`config.mk`:
```
export PLATFORM = sky130hd
export DESIGN_NAME = row_fir_threshold_two_pixel
export DESIGN_NICKNAME = d
export VERILOG_FILES = /design/src/design/rfth_pkg.sv /design/src/design/rfth_fifo.sv /design/src/design/rfth_front.sv /design/src/design/rfth_back.sv /design/src/design/row_fir_threshold_two_pixel.sv
export SDC_FILE = /design/constraint.sdc
export NUM_CORES = 2
export LEC_CHECK = 0
export BUFFER_PORTS_ARGS = -buffer_cell sky130_fd_sc_hd__buf_2
export CAP_MARGIN = 15
export CORE_ASPECT_RATIO = 0.7
export CORE_UTILIZATION = 40
export DETAILED_ROUTE_END_ITERATION = 10
export PLACE_DENSITY_LB_ADDON = 0.08
export SKIP_LAST_GASP = 1
export SLEW_MARGIN = 20
export SYNTH_ARGS = -nofsm -noshare
export SYNTH_HDL_FRONTEND = slang
export SYNTH_SLANG_ARGS = --single-unit
```
`constraint.sdc`:
```
create_clock -name clk_i -period 15.35 [get_ports clk_i]
set_clock_uncertainty 0.05 [all_clocks]
set_input_delay 2.3025 -clock clk_i [delete_from_list [all_inputs] [get_ports clk_i]]
set_output_delay 2.3025 -clock clk_i [all_outputs]
set_load 0.01 [all_outputs]
```
`src/design/rfth_pkg.sv`:
```
// Shared types, constants and coefficient helper for the two-pixel row filter.
// Used by rfth_front, rfth_back and the top level; depends on nothing.
package rfth_pkg;

  localparam int unsigned TapsDef      = 9;
  localparam int unsigned CoefFracDef  = 16;
  localparam int unsigned MaxTaps      = 15;
  localparam int unsigned QueueDepth   = 2;
  localparam longint unsigned DecimalOne = 64'd1000000000;

  localparam logic [23:0] ThresholdRst = 24'h800000;
  localparam logic [15:0] RowWidthRst  = 16'd640;

  // coefficients scaled by 10^9, oldest tap first; unused taps are zero
  localparam longint unsigned CoefE9 [MaxTaps] = '{
    64'd251770, 64'd8666992, 64'd78025818, 64'd241302490, 64'd343757629,
    64'd241302490, 64'd78025818, 64'd8666992, 64'd125885,
    64'd0, 64'd0, 64'd0, 64'd0, 64'd0, 64'd0
  };

  typedef enum logic [1:0] {
    KIND_EMPTY = 2'd0,
    KIND_DATA  = 2'd1,
    KIND_END   = 2'd2
  } kind_e;

  typedef struct packed {
    kind_e      kind;
    logic [7:0] raw_first;
    logic [7:0] raw_second;
  } rfth_meta_t;

  typedef struct packed {
    kind_e      kind;
    logic [7:0] raw_first;
    logic [7:0] raw_second;
    logic       above_first;
    logic       above_second;
  } rfth_res_t;

  // unsigned Q0.frac coefficient, rounded half up
  function automatic longint unsigned coef_fixed(input int unsigned k,
                                                 input int unsigned frac);
    longint unsigned c;
    c = CoefE9[k % MaxTaps];
    return ((c << frac) + DecimalOne / 2) / DecimalOne;
  endfunction

endpackage

```
`src/design/rfth_fifo.sv`:
```
// Small register queue with push/full and pop/empty sides.
// Generic in width and depth; no package dependency.
module rfth_fifo #(
  parameter int unsigned WIDTH = 8,
  parameter int unsigned DEPTH = 2
) (
  input  logic             clk_i,
  input  logic             rst_ni,
  input  logic             push_i,
  input  logic [WIDTH-1:0] data_i,
  output logic             full_o,
  input  logic             pop_i,
  output logic             empty_o,
  output logic [WIDTH-1:0] data_o
);

  localparam int unsigned PtrW = (DEPTH > 1) ? $clog2(DEPTH) : 1;
  localparam int unsigned CntW = $clog2(DEPTH + 1);

  logic [WIDTH-1:0] mem_q [DEPTH];
  logic [PtrW-1:0]  wr_ptr_q, wr_ptr_d, rd_ptr_q, rd_ptr_d;
  logic [CntW-1:0]  cnt_q, cnt_d;
  logic             do_push, do_pop;

  assign full_o  = (cnt_q == CntW'(DEPTH));
  assign empty_o = (cnt_q == '0);
  assign do_push = push_i && !full_o;
  assign do_pop  = pop_i && !empty_o;
  assign data_o  = mem_q[rd_ptr_q];

  always_comb begin
    wr_ptr_d = wr_ptr_q;
    rd_ptr_d = rd_ptr_q;
    cnt_d    = cnt_q;
    if (do_push) begin
      wr_ptr_d = (wr_ptr_q == PtrW'(DEPTH - 1)) ? '0 : wr_ptr_q + PtrW'(1);
    end
    if (do_pop) begin
      rd_ptr_d = (rd_ptr_q == PtrW'(DEPTH - 1)) ? '0 : rd_ptr_q + PtrW'(1);
    end
    if (do_push && !do_pop) begin
      cnt_d = cnt_q + CntW'(1);
    end else if (do_pop && !do_push) begin
      cnt_d = cnt_q - CntW'(1);
    end
  end

  always_ff @(posedge clk_i or negedge rst_ni) begin
    if (!rst_ni) begin
      wr_ptr_q <= '0;
      rd_ptr_q <= '0;
      cnt_q    <= '0;
    end else begin
      wr_ptr_q <= wr_ptr_d;
      rd_ptr_q <= rd_ptr_d;
      cnt_q    <= cnt_d;
    end
  end

  always_ff @(posedge clk_i) begin
    if (do_push) begin
      mem_q[wr_ptr_q] <= data_i;
    end
  end

  a_cnt_bound: assert property (@(posedge clk_i) disable iff (!rst_ni)
    cnt_q <= CntW'(DEPTH))
    else $error("queue count beyond depth");

  a_push_only_grows: assert property (@(posedge clk_i) disable iff (!rst_ni)
    do_push && !do_pop |=> cnt_q == $past(cnt_q) + CntW'(1))
    else $error("queue count did not grow on push");

endmodule

```
`src/design/rfth_front.sv`:
```
// Front end: accepts items, keeps the pixel window, fill and column count,
// and classifies each item. Depends on rfth_pkg.
module rfth_front import rfth_pkg::*; #(
  parameter int unsigned TAPS = TapsDef
) (
  input  logic                  clk_i,
  input  logic                  rst_ni,
  input  logic                  push_i,
  output logic                  full_o,
  input  logic [7:0]            pixel_first_i,
  input  logic [7:0]            pixel_second_i,
  input  logic                  end_marker_i,
  input  logic [15:0]           row_width_i,
  input  logic                  q_full_i,
  output logic                  q_push_o,
  output rfth_meta_t            meta_o,
  output logic [(TAPS+1)*8-1:0] seq_o
);

  localparam int unsigned FillW = $clog2(TAPS);

  logic [7:0]       win_q [TAPS-1];
  logic [FillW-1:0] fill_q, fill_d;
  logic [16:0]      cnt_q, cnt_d, cnt_inc;
  logic [FillW:0]   fill_inc;
  logic             accept, is_data;

  assign full_o   = q_full_i;
  assign accept   = push_i && !q_full_i;
  assign q_push_o = accept;

  // fill saturates at TAPS-1, so a full window means the filter can run
  assign is_data  = (fill_q == FillW'(TAPS - 1));
  assign fill_inc = {1'b0, fill_q} + (FillW + 1)'(2);
  assign cnt_inc  = cnt_q + 17'd2;

  always_comb begin
    for (int j = 0; j < TAPS - 1; j++) begin
      seq_o[j*8 +: 8] = win_q[j];
    end
    seq_o[(TAPS-1)*8 +: 8] = pixel_first_i;
    seq_o[TAPS*8 +: 8]     = pixel_second_i;
  end

  always_comb begin
    meta_o.kind       = KIND_EMPTY;
    meta_o.raw_first  = '0;
    meta_o.raw_second = '0;
    if (end_marker_i) begin
      meta_o.kind = KIND_END;
    end else if (is_data) begin
      meta_o.kind       = KIND_DATA;
      meta_o.raw_first  = pixel_first_i;
      meta_o.raw_second = pixel_second_i;
    end
  end

  always_comb begin
    fill_d = fill_q;
    cnt_d  = cnt_q;
    if (accept && !end_marker_i) begin
      if (fill_inc >= (FillW + 1)'(TAPS - 1)) begin
        fill_d = FillW'(TAPS - 1);
      end else begin
        fill_d = fill_inc[FillW-1:0];
      end
      cnt_d = cnt_inc;
      if (cnt_inc >= {1'b0, row_width_i}) begin
        cnt_d  = '0;
        fill_d = '0;
      end
    end
  end

  always_ff @(posedge clk_i or negedge rst_ni) begin
    if (!rst_ni) begin
      fill_q <= '0;
      cnt_q  <= '0;
    end else begin
      fill_q <= fill_d;
      cnt_q  <= cnt_d;
    end
  end

  // window shifts two pixels per item; stale entries are masked by fill
  always_ff @(posedge clk_i) begin
    if (accept && !end_marker_i) begin
      for (int j = 0; j < TAPS - 1; j++) begin
        win_q[j] <= seq_o[(j+2)*8 +: 8];
      end
    end
  end

  a_fill_bound: assert property (@(posedge clk_i) disable iff (!rst_ni)
    fill_q <= FillW'(TAPS - 1))
    else $error("window fill beyond window size");

  a_end_keeps_state: assert property (@(posedge clk_i) disable iff (!rst_ni)
    accept && end_marker_i |=> $stable(fill_q) && $stable(cnt_q))
    else $error("end item changed row state");

endmodule

```
`src/design/rfth_back.sv`:
```
// Back end: takes classified items from the middle queue, forms both
// filter sums, registers them, then compares with the threshold.
// Depends on rfth_pkg.
module rfth_back import rfth_pkg::*; #(
  parameter int unsigned TAPS           = TapsDef,
  parameter int unsigned COEF_FRAC_BITS = CoefFracDef
) (
  input  logic                  clk_i,
  input  logic                  rst_ni,
  input  logic                  q_empty_i,
  output logic                  q_pop_o,
  input  rfth_meta_t            meta_i,
  input  logic [(TAPS+1)*8-1:0] seq_i,
  input  logic [23:0]           threshold_i,
  input  logic                  out_full_i,
  output logic                  out_push_o,
  output rfth_res_t             res_o
);

  localparam int unsigned CoefW = COEF_FRAC_BITS;
  localparam int unsigned SumW  = 8 + COEF_FRAC_BITS + $clog2(TAPS);
  localparam int unsigned CmpW  = SumW + 24;
  localparam int unsigned ShL   = (COEF_FRAC_BITS < 16) ? 16 - COEF_FRAC_BITS : 0;
  localparam int unsigned ShR   = (COEF_FRAC_BITS >= 16) ? COEF_FRAC_BITS - 16 : 0;

  logic [SumW-1:0] sum_first, sum_second;
  logic [SumW-1:0] s1_sum_first_q, s1_sum_second_q;
  rfth_meta_t      s1_meta_q;
  logic            s1_v_q, s1_v_d;
  logic [CmpW-1:0] thr_aligned, lhs_first, lhs_second;
  logic            s1_load;

  // constant-coefficient products; older offset and newer offset
  always_comb begin
    sum_first  = '0;
    sum_second = '0;
    for (int k = 0; k < TAPS; k++) begin
      sum_first  = sum_first + SumW'(CoefW'(coef_fixed(k, COEF_FRAC_BITS)))
                   * SumW'(seq_i[k*8 +: 8]);
      sum_second = sum_second + SumW'(CoefW'(coef_fixed(k, COEF_FRAC_BITS)))
                   * SumW'(seq_i[(k+1)*8 +: 8]);
    end
  end

  assign s1_load    = !q_empty_i && (!s1_v_q || !out_full_i);
  assign q_pop_o    = s1_load;
  assign out_push_o = s1_v_q && !out_full_i;

  always_comb begin
    s1_v_d = s1_v_q;
    if (s1_load) begin
      s1_v_d = 1'b1;
    end else if (!out_full_i) begin
      s1_v_d = 1'b0;
    end
  end

  always_ff @(posedge clk_i or negedge rst_ni) begin
    if (!rst_ni) begin
      s1_v_q <= 1'b0;
    end else begin
      s1_v_q <= s1_v_d;
    end
  end

  always_ff @(posedge clk_i) begin
    if (s1_load) begin
      s1_meta_q       <= meta_i;
      s1_sum_first_q  <= sum_first;
      s1_sum_second_q <= sum_second;
    end
  end

  // align the Q8.16 threshold with the sums' binary point
  assign thr_aligned = CmpW'(threshold_i) << ShR;
  assign lhs_first   = CmpW'(s1_sum_first_q) << ShL;
  assign lhs_second  = CmpW'(s1_sum_second_q) << ShL;

  always_comb begin
    res_o.kind         = s1_meta_q.kind;
    res_o.raw_first    = s1_meta_q.raw_first;
    res_o.raw_second   = s1_meta_q.raw_second;
    res_o.above_first  = (s1_meta_q.kind == KIND_DATA) && (lhs_first >= thr_aligned);
    res_o.above_second = (s1_meta_q.kind == KIND_DATA) && (lhs_second >= thr_aligned);
  end

  a_flags_only_on_data: assert property (@(posedge clk_i) disable iff (!rst_ni)
    out_push_o && res_o.kind != KIND_DATA |-> !res_o.above_first && !res_o.above_second)
    else $error("threshold flag set on a non-data item");

endmodule

```
`src/design/row_fir_threshold_two_pixel.sv`:
```
// Two-pixel row filter with threshold flags: top level with register port.
// Instantiates rfth_front, rfth_back and two rfth_fifo queues; uses rfth_pkg.
//
// Each item carries two pixels of a row (or an end marker) and yields exactly one
// result: end for an end marker, else empty until the window holds enough pixels,
// then data with the raw pixels and two flags telling whether the 9-tap filter sum
// at the older and newer offset reaches the threshold. One item is accepted and one
// result delivered per clock while the queues are not full. The rate is set by the
// combinational constant-coefficient adder tree of each offset, which is registered
// before the threshold compare. No start-up clearing is needed after reset.
// Registers: threshold at address 0 (Q8.16), row_width at address 4.
module row_fir_threshold_two_pixel import rfth_pkg::*; #(
  parameter int unsigned TAPS           = TapsDef,
  parameter int unsigned COEF_FRAC_BITS = CoefFracDef
) (
  input  logic        clk_i,
  input  logic        rst_ni,
  input  logic        push,
  output logic        full,
  input  logic [7:0]  pixel_first_i,
  input  logic [7:0]  pixel_second_i,
  input  logic        end_marker_i,
  output logic        empty,
  input  logic        pop,
  output logic [1:0]  kind_o,
  output logic [7:0]  raw_first_o,
  output logic [7:0]  raw_second_o,
  output logic        above_first_o,
  output logic        above_second_o,
  input  logic        psel,
  input  logic        penable,
  input  logic        pwrite,
  input  logic [2:0]  paddr,
  input  logic [31:0] pwdata,
  output logic [31:0] prdata,
  output logic        pready
);

  localparam int unsigned SeqW = (TAPS + 1) * 8;
  localparam int unsigned MidW = $bits(rfth_meta_t) + SeqW;
  localparam int unsigned ResW = $bits(rfth_res_t);
  localparam logic RegThreshold = 1'b0;
  localparam logic RegRowWidth  = 1'b1;

  logic [23:0]     threshold_q;
  logic [15:0]     row_width_q;
  logic            cfg_write;
  logic            reg_sel;

  rfth_meta_t      fr_meta, bk_meta;
  logic [SeqW-1:0] fr_seq, bk_seq;
  logic            mid_push, mid_full, mid_pop, mid_empty;
  logic [MidW-1:0] mid_head;
  logic            out_push, out_full;
  rfth_res_t       bk_res, out_res;
  logic [ResW-1:0] out_head;

  // register port
  assign pready    = 1'b1;
  assign reg_sel   = paddr[2];
  assign cfg_write = psel && penable && pwrite && pready;

  always_ff @(posedge clk_i or negedge rst_ni) begin
    if (!rst_ni) begin
      threshold_q <= ThresholdRst;
      row_width_q <= RowWidthRst;
    end else if (cfg_write) begin
      case (reg_sel)
        RegThreshold: threshold_q <= pwdata[23:0];
        RegRowWidth:  row_width_q <= pwdata[15:0];
        default: ;
      endcase
    end
  end

  always_comb begin
    case (reg_sel)
      RegThreshold: prdata = {8'd0, threshold_q};
      RegRowWidth:  prdata = {16'd0, row_width_q};
      default:      prdata = '0;
    endcase
  end

  rfth_front #(
    .TAPS (TAPS)
  ) u_front (
    .clk_i          (clk_i),
    .rst_ni         (rst_ni),
    .push_i         (push),
    .full_o         (full),
    .pixel_first_i  (pixel_first_i),
    .pixel_second_i (pixel_second_i),
    .end_marker_i   (end_marker_i),
    .row_width_i    (row_width_q),
    .q_full_i       (mid_full),
    .q_push_o       (mid_push),
    .meta_o         (fr_meta),
    .seq_o          (fr_seq)
  );

  rfth_fifo #(
    .WIDTH (MidW),
    .DEPTH (QueueDepth)
  ) u_mid_q (
    .clk_i   (clk_i),
    .rst_ni  (rst_ni),
    .push_i  (mid_push),
    .data_i  ({fr_meta, fr_seq}),
    .full_o  (mid_full),
    .pop_i   (mid_pop),
    .empty_o (mid_empty),
    .data_o  (mid_head)
  );

  assign bk_meta = mid_head[MidW-1:SeqW];
  assign bk_seq  = mid_head[SeqW-1:0];

  rfth_back #(
    .TAPS           (TAPS),
    .COEF_FRAC_BITS (COEF_FRAC_BITS)
  ) u_back (
    .clk_i       (clk_i),
    .rst_ni      (rst_ni),
    .q_empty_i   (mid_empty),
    .q_pop_o     (mid_pop),
    .meta_i      (bk_meta),
    .seq_i       (bk_seq),
    .threshold_i (threshold_q),
    .out_full_i  (out_full),
    .out_push_o  (out_push),
    .res_o       (bk_res)
  );

  rfth_fifo #(
    .WIDTH (ResW),
    .DEPTH (QueueDepth)
  ) u_out_q (
    .clk_i   (clk_i),
    .rst_ni  (rst_ni),
    .push_i  (out_push),
    .data_i  (bk_res),
    .full_o  (out_full),
    .pop_i   (pop),
    .empty_o (empty),
    .data_o  (out_head)
  );

  assign out_res        = out_head;
  assign kind_o         = out_res.kind;
  assign raw_first_o    = out_res.raw_first;
  assign raw_second_o   = out_res.raw_second;
  assign above_first_o  = out_res.above_first;
  assign above_second_o = out_res.above_second;

endmodule

```
# [After elaboration in Yosys (flattened, before gate mapping)]
# Memory sizes are Yosys's and may differ from the RTL's.
# Index checks and enable logic that the tools add are counted.
[op_classes] eq_ne=5 order_cmp=4 addsub=26 n_mux=23 mul=14 n_reduce_logical=33 n_bitwise=1
[ops] cell="$add A28 B21 Y28" n=4
[ops] cell="$add A28 B22 Y28" n=4
[ops] cell="$mul A13 B8 Y21 const A" n=4
[ops] cell="$mul A12 B8 Y20 const A" n=4
[ops] cell="$pmux W32 S2" n=1
[ops] cell="$mul A7 B8 Y15 const A" n=4
[ops] cell="$add A28 B11 Y28" n=2
[ops] cell="$add A28 B18 Y28" n=2
[ops] cell="$add A28 B23 Y28" n=2
[ops] cell="$ge A28 B24 Y1" n=2
[ops] cell="$add A12 B18 Y19" n=2
[ops] cell="$mux W17" n=2
[ops] cell="$mul A4 B8 Y12 const A" n=2
[ops] cell="$add A17 B2 Y17 const B" n=1
[ops] cell="$ge A17 B16 Y1" n=1
[ops] cell="$logic_and A1 B1 Y1" n=16
[ops] cell="$mux W16" n=1
[ops] cell="$mux W1" n=12
[ops] cell="$logic_not A1 Y1" n=10
[ops] cell="$mux W2" n=5
[ops] cell="$mux W4" n=2
[ops] cell="$add A4 B2 Y5 const B" n=1
[ops] cell="$ge A5 B4 Y1 const B" n=1
[ops] cell="$add A1 B1 Y1 const B" n=4
[ops] cell="11 further kinds" n=17
[totals] regBits=144 input_bits=59 ramBits=300 mem_count=3 output_inout_bits=55
[mem_list] name="u_mid_q.mem_q" depth=2 word_bits=98 read_ports=1 rd_ports_with_merged_regs=0 wr=1 line_no="rfth_fifo.sv:20" source="logic [WIDTH-1:0] mem_q [DEPTH];"
[mem_list] name="u_front.win_q" depth=8 word_bits=8 read_ports=8 rd_ports_with_merged_regs=0 wr=8 line_no="rfth_front.sv:22" source="logic [7:0] win_q [TAPS-1];"
[mem_list] name="u_out_q.mem_q" depth=2 word_bits=20 read_ports=1 rd_ports_with_merged_regs=0 wr=1 line_no="rfth_fifo.sv:20"

# [Depth between registers and ports, before layout]
# An unclocked memory read counts as a cell.
[logic_depth] ltp_word=10 ltp_mapped=42 ltp_nobuf=39

# [Cells and area by module]
# Synthesis repeated with hierarchy kept, for this count alone.
[hier_totals] hier_cells=4140 hier_area_um2=45367.3
[by_module_without_submodules] mod="rfth_back" seq_area_each_um2=2067.0 area_per_inst_um2=30724.5 n_inst=1 cells_each=3331
[by_module_without_submodules] mod="rfth_fifo (u_mid_q)" seq_area_each_um2=5985.7 area_per_inst_um2=7297.0 n_inst=1 cells_each=324
[by_module_without_submodules] mod="rfth_front" seq_area_each_um2=2397.3 area_per_inst_um2=3772.4 n_inst=1 cells_each=281
[by_module_without_submodules] mod="row_fir_threshold_two_pixel" seq_area_each_um2=1004.7 area_per_inst_um2=1935.6 n_inst=1 cells_each=123
[by_module_without_submodules] mod="rfth_fifo (u_out_q)" seq_area_each_um2=1301.2 area_per_inst_um2=1637.8 n_inst=1 cells_each=81

# [Worst setup path before layout]
# OpenSTA, ideal clock, no wires.
[synth_path] kind="register to register" start="register u_mid_q.rd_ptr_q" end="register u_back.s1_sum_second_q[25], data pin" synth_period_minus_slack_ps=9600 setup_ps=265 path_stages_with_launch=39 arrival_time_ps=9285 slack_ps=5750 path_buffers=3 cell_sequence="dfrtp_1 -> buf_2 -> buf_1 -> buf_2 -> mux2i_1 -> inv_1 -> ha_1 -> ha_1 -> inv_1 -> fa_1 -> fa_1 -> inv_1 -> ha_1 -> o21a_1 -> nor2_1 -> xnor2_1 -> ha_1 -> nand3_1 -> [... 3 more ...] -> nand2_1 -> a32o_1 -> xnor2_1 -> fa_1 -> fa_1 -> fa_1 -> inv_1 -> fa_1 -> inv_1 -> ha_1 -> nand3_1 -> nor2_1 -> a221oi_2 -> nand2b_1 -> o21ai_0 -> a311o_1 -> o31ai_4 -> o21ai_0"
[synth_between] elab_chain_cells=10 elab_cells_between_ends=16
[synth_rtl] element="start: declaration" line_no="rfth_fifo.sv:21" source="logic [PtrW-1:0] wr_ptr_q, wr_ptr_d, rd_ptr_q, rd_ptr_d;"
[synth_rtl] element="start signal: assignment" line_no="rfth_fifo.sv:55" source="rd_ptr_q <= rd_ptr_d;"
[synth_rtl] element="$mem_v2 Z2 W98 (*)"
[synth_rtl] element="$mul A7 B8 Y15" line_no="rfth_back.sv:41" source="* SumW'(seq_i[(k+1)*8 +: 8]);"
[synth_rtl] element="$add A12 B18 Y19" line_no="rfth_back.sv:40" source="sum_second = sum_second + SumW'(CoefW'(coef_fixed(k, COEF_FRAC_BITS)))"
[synth_rtl] element="$add A28 B21 Y28" line_no="rfth_back.sv:40"
[synth_rtl] element="$add A28 B22 Y28" line_no="rfth_back.sv:40"
[synth_rtl] element="$add A28 B23 Y28" line_no="rfth_back.sv:40"
[synth_rtl] element="$add A28 B22 Y28" line_no="rfth_back.sv:40"
[synth_rtl] element="$add A28 B21 Y28" line_no="rfth_back.sv:40"
[synth_rtl] element="$add A28 B18 Y28" line_no="rfth_back.sv:40"
[synth_rtl] element="$add A28 B11 Y28 (*)" line_no="rfth_back.sv:40"
[synth_rtl] element="net u_back.sum_second[25]" line_no="rfth_back.sv:26" source="logic [SumW-1:0] sum_first, sum_second;"
[synth_rtl] element="end signal: assignment" line_no="rfth_back.sv:70" source="s1_sum_second_q <= sum_second;"
[synth_rtl] element="end: declaration" line_no="rfth_back.sv:27" source="logic [SumW-1:0] s1_sum_first_q, s1_sum_second_q;"
# The timed path passes the listed nets; every way through them passes the cells marked *.
# A chain may end at the register's enable or synchronous reset.

# [Worst setup path after layout]
[layout_path] start="register u_mid_q.rd_ptr_q" end="register u_back.s1_sum_second_q[24], data pin"
# The elaborated chain is that of the path after synthesis.

==> flow_summary_export.csv <==
group,metric,value,unit
timing,period_share,74.2,%
setup_path,critPathBufInv,11,
timing,tightest_slew,1.11,ns
logic_synthesis,seq_area_frac_synth,29.4,%
setup_path,reg2reg_depth,33,
clock_tree,clk_latency,0.62,ns
clock_tree,clkTransAtPathRegs,0.06,ns
grt,grt_overflow,0,
setup_path,cp_data_required_time,15.66,ns
die,fp.dieArea,0.110,mm²
logic_synthesis,synth-edff-count,368,
clock_tree,cts_max_path_buffers,3,
setup_path,crit_cells,33,
detailed_routing,drcViolationCount,0,
grt,grtUsageTotal,21.6,%
setup_path,endpoint_kind,"flop",
detailed_routing,num_vias,27076,
logic_synthesis,synth-main-ff-cell,"edfxtp_1",
placed_design,io_buffers,94,
clock_tree,post_cts_resized,0,
die,dieHeight,278,µm
timing,layout_setup_ws,3.95,ns
detailed_routing,drt-pass1-iter-count,7,
min_path,worst_hold_path_type,"reg2reg",
logic_synthesis,synthArstFlopShare,15.6,%
setup_path,crit_path_start_kind,"flop",
setup_path,setup.worst_path.class,"reg2reg",
timing,finalSetupTns,0,ns
die,ios,114,
clock_tree,clock-sinks,436,
grt,antenna_found_initial,1,
timing,maxSlewHeadroom,24.0,%
run_status,status,"completed",
logic_synthesis,synth.distinct_cells,83,
timing,max_freq,0.0878,GHz
detailed_routing,via_per_inst,4.94,
timing,setup_violations,0,
clock_tree,cts_root_buf,"clkbuf_16",
logic_synthesis,avgSynthCellArea,11.2,µm²
clock_tree,postCtsHoldBufs,0,
logic_synthesis,synth_area,0.0434,mm²
cells_and_area,final_cell_mix,"inv_1 (797), ha_1 (662), fa_1 (453)",
cells_and_area,finalInstanceArea,0.0472,mm²
die,die_w,396,µm
cells_and_area,multi_input_area,0.0276,mm²
run,cap_violations,0,
cells_and_area,layout.nets,5188,
setup_path,critPathArrivalTime,11.70,ns
grt,grt_max_degree,69,
placed_design,globalplace.congestion,0.909,
timing,rsz0062_at_grt,"false",
clock_tree,cts_made_buffers,48,
setup_path,critical-path-top-delay-family,"adder cells",
setup_path,path_common_cell,"inv_1",
timing,period_needed,11.40,ns
cells_and_area,finish.utilization,44.2,%
placed_design,pre_cts_ws,4.05,ns
min_path,whs_path_depth,0,
cells_and_area,nFillCells,10221,
cells_and_area,syn_to_final_growth,8.77,%
logic_synthesis,synth_warnings,0,
setup_path,cp_slowest_cell,"fa_1",
die,core,0.107,mm²
logic_synthesis,synth-seq-cells,436,
placed_design,place_hpwl,99300,µm
die,start_util,40.6,%
cells_and_area,final_common_cell,"inv_1",
cells_and_area,drive_above_1_share,8.76,%
die,num_rows,100,
clock_tree,htree_levels,2,
cells_and_area,final-seq-area,0.0128,mm²
detailed_routing,postRouteAntennaNets,0,
clock_tree,post_cts_buffers,0,
grt,grt_pass1_vias,27496,
clock_tree,cts_tree,"yes",
timing,hold_viol,0,
logic_synthesis,syn-instance-count,3883,
detailed_routing,avgRoutedWirePerCell,21.3,µm
setup_path,cp_max_fo,29,
detailed_routing,drt_wl_total,117000,µm
setup_path,crit_path_max_incr_delay,0.91,ns
placed_design,dpl-instance-area,0.0457,mm²
timing,slew_viol_final,0,
detailed_routing,dr.first_iter.drc_count,1576,
grt,grt_pass1_wl,175000,µm
logic make-up (layout without fill, tap and decap cells):
family / after synthesis / in the layout / synth area share [%]
AOI/OAI and AO/OA: 592 / 592 / 8.68
xor gates and xnor gates: 231 / 231 / 4.66
adders and majority gates: 1115 / 1115 / 39.9
buffers and inverters: 836 / 997 / 7.33
DFF: 436 / 436 / 29.4
muxes: 163 / 163 / 4.09
other: 2 / 12 / 0.0173
and+or+nand+nor: 508 / 508 / 5.90
flip-flops by register name (all words and copies together) (netlist names):
name and cells:
u_back.s1_sum_first_q 25, row_width_q 16, u_out_q.mem_q 40, u_front.win_q 64, u_mid_q.rd_ptr_q 1, u_mid_q.mem_q 196
u_front.cnt_q 16, u_back.s1_v_q 1, u_out_q.cnt_q 2, threshold_q 24, u_back.res_o 18, u_mid_q.wr_ptr_q 1
u_back.s1_sum_second_q 25, u_mid_q.cnt_q 2, u_out_q.wr_ptr_q 1, u_front.fill_q 3, u_out_q.rd_ptr_q 1
area by class of cell:
| class | instances | share of cell area [%] |
|---|---|---|
| Sequential cell | 436 | 27.0 |
| Timing Repair Buffer | 109 | 1.24 |
| Inverter | 799 | 6.35 |
| Tap cell | 1428 | 3.78 |
| Multi-Input combinational cell | 2620 | 58.3 |
| Antenna cell | 1 | 0.00530 |
| Clock inverter | 35 | 0.681 |
| Clock buffer | 54 | 2.59 |
metal layers:
| metal | global-route usage (%) | part of all wire [%] | vias to the layer above |
|---|---|---|---|
| met5 | 0 | 0 | - |
| met4 | 5.75 | 2.8 | 0 |
| met1 | 32.6 | 51 | 13202 |
| met3 | 5.55 | 6.7 | 102 |
| met2 | 30.2 | 40 | 473 |
| li1 | - | - | 13299 |
final timing paths:
path	start	endpoint	slack [ns]
max in group asynchronous	rst_ni	u_mid_q.rd_ptr_q	12.61
worst max-delay path	u_mid_q.rd_ptr_q	u_back.s1_sum_second_q[24]	3.95
min in group asynchronous	rst_ni	threshold_q[8]	1.52
worst min register to register	u_front.win_q[0][1]	u_mid_q.mem_q[0][1]	0.40
worst max register to register	u_mid_q.rd_ptr_q	u_back.s1_sum_second_q[24]	3.95
worst min-delay path	u_front.win_q[0][1]	u_mid_q.mem_q[0][1]	0.40
through the flow:
stage / hold WS (ns) / std cells
finish: 0.396 / 5482
global route: 0.405 / 5481
CTS: 0.396 / 5481
detailed placement: 0.381 / 5392
global placement: 0.375 / 5392
floorplan: 0.371 / 3892
synthesized netlist by cell type, types with 17 or more instances:
cell	n	area share, %
nand2_1	123	1.1
nor3_1	30	0.35
a21oi_1	174	2.0
o21ai_0	141	1.6
nor2b_1	37	0.53
nand4_1	17	0.24
inv_1	799	6.9
o21a_1	34	0.59
fa_1	453	21
nand2b_1	35	0.50
mux2_2	117	3.0
nand3_1	39	0.45
nor2_1	123	1.1
a21o_1	89	1.5
xor2_1	76	1.5
and2_1	33	0.48
mux2i_1	46	1.1
o21bai_1	25	0.43
edfxtp_1	368	25
xnor2_1	155	3.1
dfrtp_1	65	3.7
ha_1	662	19
Power is left out: the tool's default activity adds up to more than one toggle a clock period on the data nets, which glitch-free logic cannot reach.
